==> config.mk <==
export PLATFORM = sky130hd
export DESIGN_NAME = timestamp_wrap_offset_mapper
export DESIGN_NICKNAME = d
export VERILOG_FILES = /design/src/hdl/tswo_pkg.sv /design/src/hdl/tswo_calc.sv /design/src/hdl/timestamp_wrap_offset_mapper.sv
export SDC_FILE = /design/constraint.sdc
export NUM_CORES = 2
export LEC_CHECK = 0
export BUFFER_PORTS_ARGS = -buffer_cell sky130_fd_sc_hd__buf_4
export CAP_MARGIN = 20
export CORE_MARGIN = 1
export CORE_UTILIZATION = 49
export DETAILED_ROUTE_END_ITERATION = 7
export PLACE_DENSITY = 0.73
export SKIP_CTS_REPAIR_TIMING = 1
export SYNTH_ARGS = -nofsm -noshare
export SYNTH_HDL_FRONTEND = slang
export SYNTH_HIERARCHICAL = 1
export SYNTH_SLANG_ARGS = --single-unit
==> constraint.sdc <==
create_clock -name i_clk -period 57.9 [get_ports i_clk]
set_input_delay 2.895 -clock i_clk [delete_from_list [all_inputs] [get_ports i_clk]]
set_output_delay 2.895 -clock i_clk [all_outputs]
set_load 0.02 [all_outputs]
==> src/hdl/tswo_pkg.sv <==
// ----------------------------------------------------------------------------
// Timestamp wrap offset mapper package
// Shared request, state and result types, status codes and scale constants.
// ----------------------------------------------------------------------------
package tswo_pkg;

    localparam int unsigned DEV_W  = 32;
    localparam int unsigned NS_W   = 64;
    localparam int unsigned ST_W   = 2;
    localparam int unsigned EXT_MS_W = 44;

    localparam logic [DEV_W-1:0] WRAP_LIMIT = 32'h8000_0000;
    localparam logic [DEV_W-1:0] WRAP_MAX   = 32'hFFFF_FFFF;
    localparam logic [19:0]      NS_PER_MS  = 20'd1000000;
    // Largest extended millisecond count whose nanosecond value fits int64.
    localparam logic [NS_W-1:0]  EXT_MS_MAX = 64'd9223372036854;

    localparam logic REQ_MAP   = 1'b0;
    localparam logic REQ_RESET = 1'b1;

    localparam logic [ST_W-1:0] ST_MAPPED  = 2'd0;
    localparam logic [ST_W-1:0] ST_FIRST   = 2'd1;
    localparam logic [ST_W-1:0] ST_INVALID = 2'd2;

    typedef struct packed {
        logic                   req_type;
        logic [DEV_W-1:0]       device_ms;
        logic signed [NS_W-1:0] host_receive_ns;
    } t_req;

    typedef struct packed {
        logic                   started;
        logic [DEV_W-1:0]       last_device_ms;
        logic [DEV_W-1:0]       wrap_total;
        logic signed [NS_W-1:0] offset_ns;
        logic signed [NS_W-1:0] last_host_receive_ns;
        logic signed [NS_W-1:0] last_sample_ns;
        logic                   reset_flag;
    } t_state;

    typedef struct packed {
        logic [ST_W-1:0]        status;
        logic signed [NS_W-1:0] sample_host_ns;
    } t_result;

endpackage

==> src/hdl/tswo_calc.sv <==
// ----------------------------------------------------------------------------
// Timestamp mapping step
// Computes the next mapper state and the result for one request.
// ----------------------------------------------------------------------------
module tswo_calc (
    input  tswo_pkg::t_state  i_state,
    input  tswo_pkg::t_req    i_req,
    output tswo_pkg::t_state  o_state,
    output logic              o_emit,
    output tswo_pkg::t_result o_result
);
    import tswo_pkg::*;

    logic signed [NS_W-1:0] host;
    logic                   bad_host;
    logic                   dev_back;
    logic [DEV_W-1:0]       back;
    logic                   wrap_ev;
    logic                   short_back;
    logic [DEV_W-1:0]       wrap_new;
    logic [NS_W-1:0]        ext_ms;
    logic                   scale_ovf;
    logic [NS_W-1:0]        dev_ns;
    logic signed [NS_W-1:0] host_minus_dev;
    logic signed [NS_W-1:0] off_base;
    logic [NS_W:0]          sum;
    logic                   sum_ovf;
    logic signed [NS_W-1:0] mapped_raw;
    logic                   clamp;
    logic signed [NS_W-1:0] mapped;
    logic signed [NS_W-1:0] off_new;
    logic                   back_sample;

    assign host       = $signed(i_req.host_receive_ns);
    assign bad_host   = (host <= 0) ||
                        (i_state.started && (host < $signed(i_state.last_host_receive_ns)));
    assign dev_back   = i_state.started && (i_req.device_ms < i_state.last_device_ms);
    assign back       = i_state.last_device_ms - i_req.device_ms;
    assign wrap_ev    = dev_back && (back > WRAP_LIMIT);
    assign short_back = dev_back && !wrap_ev;
    assign wrap_new   = (wrap_ev && (i_state.wrap_total != WRAP_MAX)) ?
                        i_state.wrap_total + 1'b1 : i_state.wrap_total;

    assign ext_ms    = {wrap_new, i_req.device_ms};
    assign scale_ovf = ext_ms > EXT_MS_MAX;
    assign dev_ns    = ext_ms[EXT_MS_W-1:0] * NS_PER_MS;

    assign host_minus_dev = host - $signed(dev_ns);
    assign off_base = i_state.started ? $signed(i_state.offset_ns) : host_minus_dev;
    assign sum      = {off_base[NS_W-1], off_base} + {1'b0, dev_ns};
    assign sum_ovf  = sum[NS_W] != sum[NS_W-1];
    assign mapped_raw = $signed(sum[NS_W-1:0]);
    assign clamp    = mapped_raw > host;
    assign mapped   = clamp ? host : mapped_raw;
    assign off_new  = clamp ? host_minus_dev : off_base;
    assign back_sample = i_state.started && (mapped < $signed(i_state.last_sample_ns));

    always_comb begin
        o_state  = i_state;
        o_emit   = 1'b1;
        o_result = '{status: ST_INVALID, sample_host_ns: '0};
        if (i_req.req_type == REQ_RESET) begin
            o_state            = '0;
            o_state.reset_flag = 1'b1;
            o_emit             = 1'b0;
        end else if (!bad_host && !short_back) begin
            o_state.wrap_total = wrap_new;
            if (!scale_ovf) begin
                o_state.offset_ns = off_base;
                if (!sum_ovf) begin
                    o_state.offset_ns = off_new;
                    if (!back_sample) begin
                        o_state.started              = 1'b1;
                        o_state.last_device_ms       = i_req.device_ms;
                        o_state.last_host_receive_ns = host;
                        o_state.last_sample_ns       = mapped;
                        o_state.reset_flag           = 1'b0;
                        o_result.status = i_state.reset_flag ? ST_FIRST : ST_MAPPED;
                        o_result.sample_host_ns = mapped;
                    end
                end
            end
        end
    end

endmodule

==> src/hdl/timestamp_wrap_offset_mapper.sv <==
// ----------------------------------------------------------------------------
// Timestamp wrap offset mapper
// Maps 32-bit millisecond device timestamps onto the host nanosecond clock.
// ----------------------------------------------------------------------------
// Requests enter on the s channel: tuser carries the request type (map or
// reset), tdata carries device_ms in bits 31:0 and host_receive_ns in 95:32.
// Each map request yields one result on the m channel: tuser carries the
// status (mapped, first after reset, invalid), tdata the mapped host time.
// A reset request clears the mapper state and yields no result.
// A request is captured in an input register and evaluated from there as
// soon as the output register can take its result; the mapper state and
// the result register are written at the same edge. One request per cycle is
// sustained while the receiver takes the results; the combinational state
// update (wrap extension, scale by 1e6 and offset add) bounds the evaluation.
// When the receiver stalls, a result waits in the output register while the
// next request is held in the input register; requests are refused only
// when both registers are full. Reset requests pass even during a stall.
// After i_rst_n the channels are empty and the mapper is not started.
// ----------------------------------------------------------------------------
module timestamp_wrap_offset_mapper (
    input  logic        i_clk,
    input  logic        i_rst_n,
    input  logic        i_s_tvalid,
    output logic        o_s_tready,
    input  logic [95:0] i_s_tdata,   // device_ms, host_receive_ns
    input  logic        i_s_tuser,   // req_type
    output logic        o_m_tvalid,
    input  logic        i_m_tready,
    output logic [63:0] o_m_tdata,   // sample_host_ns
    output logic [1:0]  o_m_tuser    // status
);
    import tswo_pkg::*;

    t_req    r_in;
    logic    r_in_valid;
    t_state  r_state;
    t_state  n_state;
    t_result r_out;
    t_result n_out;
    logic    r_out_valid;
    logic    n_emit;
    logic    advance;

    tswo_calc u_calc (
        .i_state  (r_state),
        .i_req    (r_in),
        .o_state  (n_state),
        .o_emit   (n_emit),
        .o_result (n_out)
    );

    assign advance    = r_in_valid && ((r_in.req_type == REQ_RESET) ||
                                       !r_out_valid || i_m_tready);
    assign o_s_tready = !r_in_valid || advance;

    always_ff @(posedge i_clk) begin
        if (!i_rst_n) begin
            r_in_valid  <= 1'b0;
            r_out_valid <= 1'b0;
            r_state     <= '0;
        end else begin
            if (o_s_tready) begin
                r_in_valid <= i_s_tvalid;
            end
            if (advance) begin
                r_state <= n_state;
            end
            if (advance && n_emit) begin
                r_out_valid <= 1'b1;
            end else if (i_m_tready) begin
                r_out_valid <= 1'b0;
            end
        end
    end

    always_ff @(posedge i_clk) begin
        if (o_s_tready && i_s_tvalid) begin
            r_in.req_type        <= i_s_tuser;
            r_in.device_ms       <= i_s_tdata[31:0];
            r_in.host_receive_ns <= i_s_tdata[95:32];
        end
        if (advance && n_emit) begin
            r_out <= n_out;
        end
    end

    assign o_m_tvalid = r_out_valid;
    assign o_m_tdata  = r_out.sample_host_ns;
    assign o_m_tuser  = r_out.status;

`ifndef SYNTHESIS
    a_invalid_zero: assert property (@(posedge i_clk) disable iff (!i_rst_n)
        (o_m_tvalid && (o_m_tuser == ST_INVALID)) |-> (o_m_tdata == '0))
        else $error("Invalid result carries a nonzero sample.");

    a_status_code: assert property (@(posedge i_clk) disable iff (!i_rst_n)
        o_m_tvalid |-> ((o_m_tuser == ST_MAPPED) || (o_m_tuser == ST_FIRST) ||
                        (o_m_tuser == ST_INVALID)))
        else $error("Result status is not a defined code.");

    a_sample_le_host: assert property (@(posedge i_clk) disable iff (!i_rst_n)
        r_state.started |->
            ($signed(r_state.last_sample_ns) <= $signed(r_state.last_host_receive_ns)))
        else $error("Last sample exceeds last receive time.");

    a_stall_full: assert property (@(posedge i_clk) disable iff (!i_rst_n)
        !o_s_tready |-> (r_in_valid && r_out_valid))
        else $error("Input refused while a register is free.");

    a_reset_clears: assert property (@(posedge i_clk) disable iff (!i_rst_n)
        (advance && (r_in.req_type == REQ_RESET)) |=>
            (!r_state.started && r_state.reset_flag && (r_state.wrap_total == '0)))
        else $error("Reset request did not clear the mapper state.");
`endif

endmodule
==> impl_metrics.py <==
metrics = {
    "outcome": {
        "status": "complete, no violations",
    },
    "sta": {
        "worst_pin_slew_ps": 1137,
        "clock_skew_ps": 49.44,
        "rsz0062_at_grt": "false",
        "relSlewSlack_pct": 23.74,
        "drv_slew": 0,
        "setup_viol": 0,
        "fmax_mhz": 42.95,
        "hold_viol": 0,
        "tns_ps": 0,
        "period_share_pct": 40.22,
        "hold_ws_ps": 454.5,
        "layout_min_cycle_time_ps": 23290,
    },
    "placed_design": {
        "hpwl_mm": 112.7,
        "gp_congestion": 0.9952,
        "io_buffers": 168,
        "dpl_cell_area_mm2": 0.04828,
        "dpl.cell_count": 6790,
    },
    "global_routing": {
        "first_global_vias": 40220,
        "grt_max_degree": 184,
        "grt_pass1_wl_mm": 230.3,
        "antenna_found_initial": 2,
        "grt.overflow.total": 0,
        "grt_use_total_pct": 30.77,
    },
    "floorplanning": {
        "initial_core_util_pct": 49.54,
        "die_h_um": 309.4,
        "ioPinCount": 169,
        "rows": 112,
        "die_w_um": 309.4,
        "dieArea_mm2": 0.09573,
        "coreArea_mm2": 0.09347,
    },
    "cts": {
        "ctsLongestPathBuffers": 3,
        "clockRootBuffer": "clkbuf_16",
        "h-tree-depth": 2,
        "clk_latency_ps": 680,
        "tritoncts": "built",
        "path_clk_slew_ps": 60,
        "numCtsBuffers": 54,
        "clock-sinks": 423,
    },
    "drt": {
        "wirelength_mm": 149.4,
        "ant_nets": 0,
        "vias": 41530,
        "wirelength_met1_mm": 63.41,
        "via_per_inst": 6.024,
        "wl_met3_mm": 11.29,
        "routed.top_layer": "met5",
        "first_pass_iters": 6,
        "first_iter_violations": 3813,
        "wl_met2_mm": 67.53,
        "drc": 0,
        "wl_per_cell_um": 21.67,
    },
    "min_path": {
        "whs_path_depth": 2,
        "hold_class": "reg2reg",
    },
    "job": {
        "cap_violations": 0,
    },
    "logic_synthesis": {
        "async_flop_share_pct": 0,
        "synth_top_area_share_pct": 14.70,
        "synth_edf_count": 163,
        "syn_avg_cell_area_um2": 8.261,
        "yosys.area.top_type": "ha_1",
        "synthCells": 5605,
        "syn-num-nets": 6448,
        "synthTopCellsByArea": "ha_1 15%, dfxtp_1 11%, edfxtp_1 11%",
        "syn-cell-area_mm2": 0.04630,
        "seq_area_frac_synth_pct": 21.81,
        "ys.warnings.count": 6,
        "synth_flop_cell": "dfxtp_1",
        "ys_ff_latch": 423,
        "synth.distinct_cells": 104,
    },
    "finish": {
        "fillCellCount": 8648,
        "num_antenna_cells": 0,
        "finalNonFillerCells": 6894,
        "nNetsFinal": 6437,
        "drive_gt1_share_pct": 8.085,
        "area_growth_pct": 8.355,
        "stdcell_area_mm2": 0.05017,
    },
    "setup_path": {
        "r2r_cells": 84,
        "crit_slowest_cell": "a211oi_1",
        "cpPeakStageDelay_ps": 920,
        "path_max_fanout": 51,
        "reg2reg_from": "r_in[65]",
        "start_kind": "register",
        "crit_path_end": "r_state[106]",
        "critPathBufInv": 11,
        "critPathLaunch": "r_in[65]",
        "critPathTopFamily": "simple AND/OR/NAND/NOR gates",
        "path_class": "reg2reg",
        "arrival_ps": 23880,
        "rrSetupSlack_ps": 34610,
        "reg2reg_to": "r_state[106]",
        "worst-path-stages": 84,
        "cp-end-kind": "register",
        "cp.required_ps": 58500,
    },
}
-- cell families after synthesis --
logic type               after synthesis  synth area share [%]
multiplexers                         341                 7.415
AND/OR/NAND/NOR                     1709                 16.91
AO/OA/AOI/OAI                       1244                 17.95
adder cells (fa/ha/maj)              751                 23.46
flip-flops                           423                 21.81
XOR/XNOR                             229                 4.426
buffers and inverters                908                 8.023
-- metal layers --
metal	GRT usage, %	vias up
met5	0	-
met4	14.59	2
met3	4.693	343
met2	49.65	1641
met1	40.30	19950
li1	-	19600
-- flip-flops by register name (all words and copies together), names as in the netlist --
name,cells
r_state,258
o_m_tvalid,1
r_in_valid,1
o_m_tuser,2
o_m_tdata,64
r_in,97
-- cells in the final DEF (no fill, tap or decap), types with 163 or more instances in the layout --
master,n
nand2_1,829
inv_1,614
ha_1,544
mux2i_1,324
nor2_1,301
dfxtp_1,259
a21oi_1,259
o21ai_0,227
buf_4,217
fa_1,198
nand4_1,172
a21o_1,166
edfxtp_1,163
-- synth_stat cells, drive strengths merged, types with 141 or more instances --
library cell,count
edfxtp,163
nand4,172
fa,198
dfxtp,260
inv,616
a21oi,263
o21ai,295
mux2i,325
nand2,830
ha,544
xnor2,141
a21o,166
clkbuf,192
nor2,305
-- area by class of cell --
type	count	area, µm²	share of cell area, %
flip-flops and latches	423	10100	20.14
repair buffers	222	1732	3.451
well taps	1254	1569	3.127
clock buffers	65	1455	2.900
multi-input cells	4274	32590	64.96
clock inverters	37	392.9	0.7830
inverters	619	2328	4.641
-- worst register-to-register path: cells and delay by family (launching register included) --
family / cells / cell delay, ps
AOI/OAI and AO/OA: 26 / 6090
and+or+nand+nor: 27 / 7250
buffers and inverters: 11 / 2360
muxes: 2 / 570
adders and majority gates: 13 / 5180
xor gates and xnor gates: 5 / 1170
DFF: 1 / 590
-- per-stage QoR --
stage	util (%)	worst slack [ps]
final	53.68	34610
after global routing	53.68	33140
after CTS	53.63	34840
after detailed placement	51.65	34880
after global placement	51.65	35470
after floorplan	-	39250
-- worst min-delay path by stage --
stage,endpoint,slack (ps),startpoint
3_5_place_dp,r_state[80],450,r_state[80]
3_3_place_gp,r_state[122],440,r_state[122]
6_report,r_state[86],450,r_state[86]
5_1_grt,r_state[97],470,r_state[97]
4_1_cts,r_state[97],460,r_state[97]
2_1_floorplan,r_state[195],430,r_state[195]
Power is not shown: default switching activity piles up to over one toggle a cycle in this logic, so the estimate is an artifact.
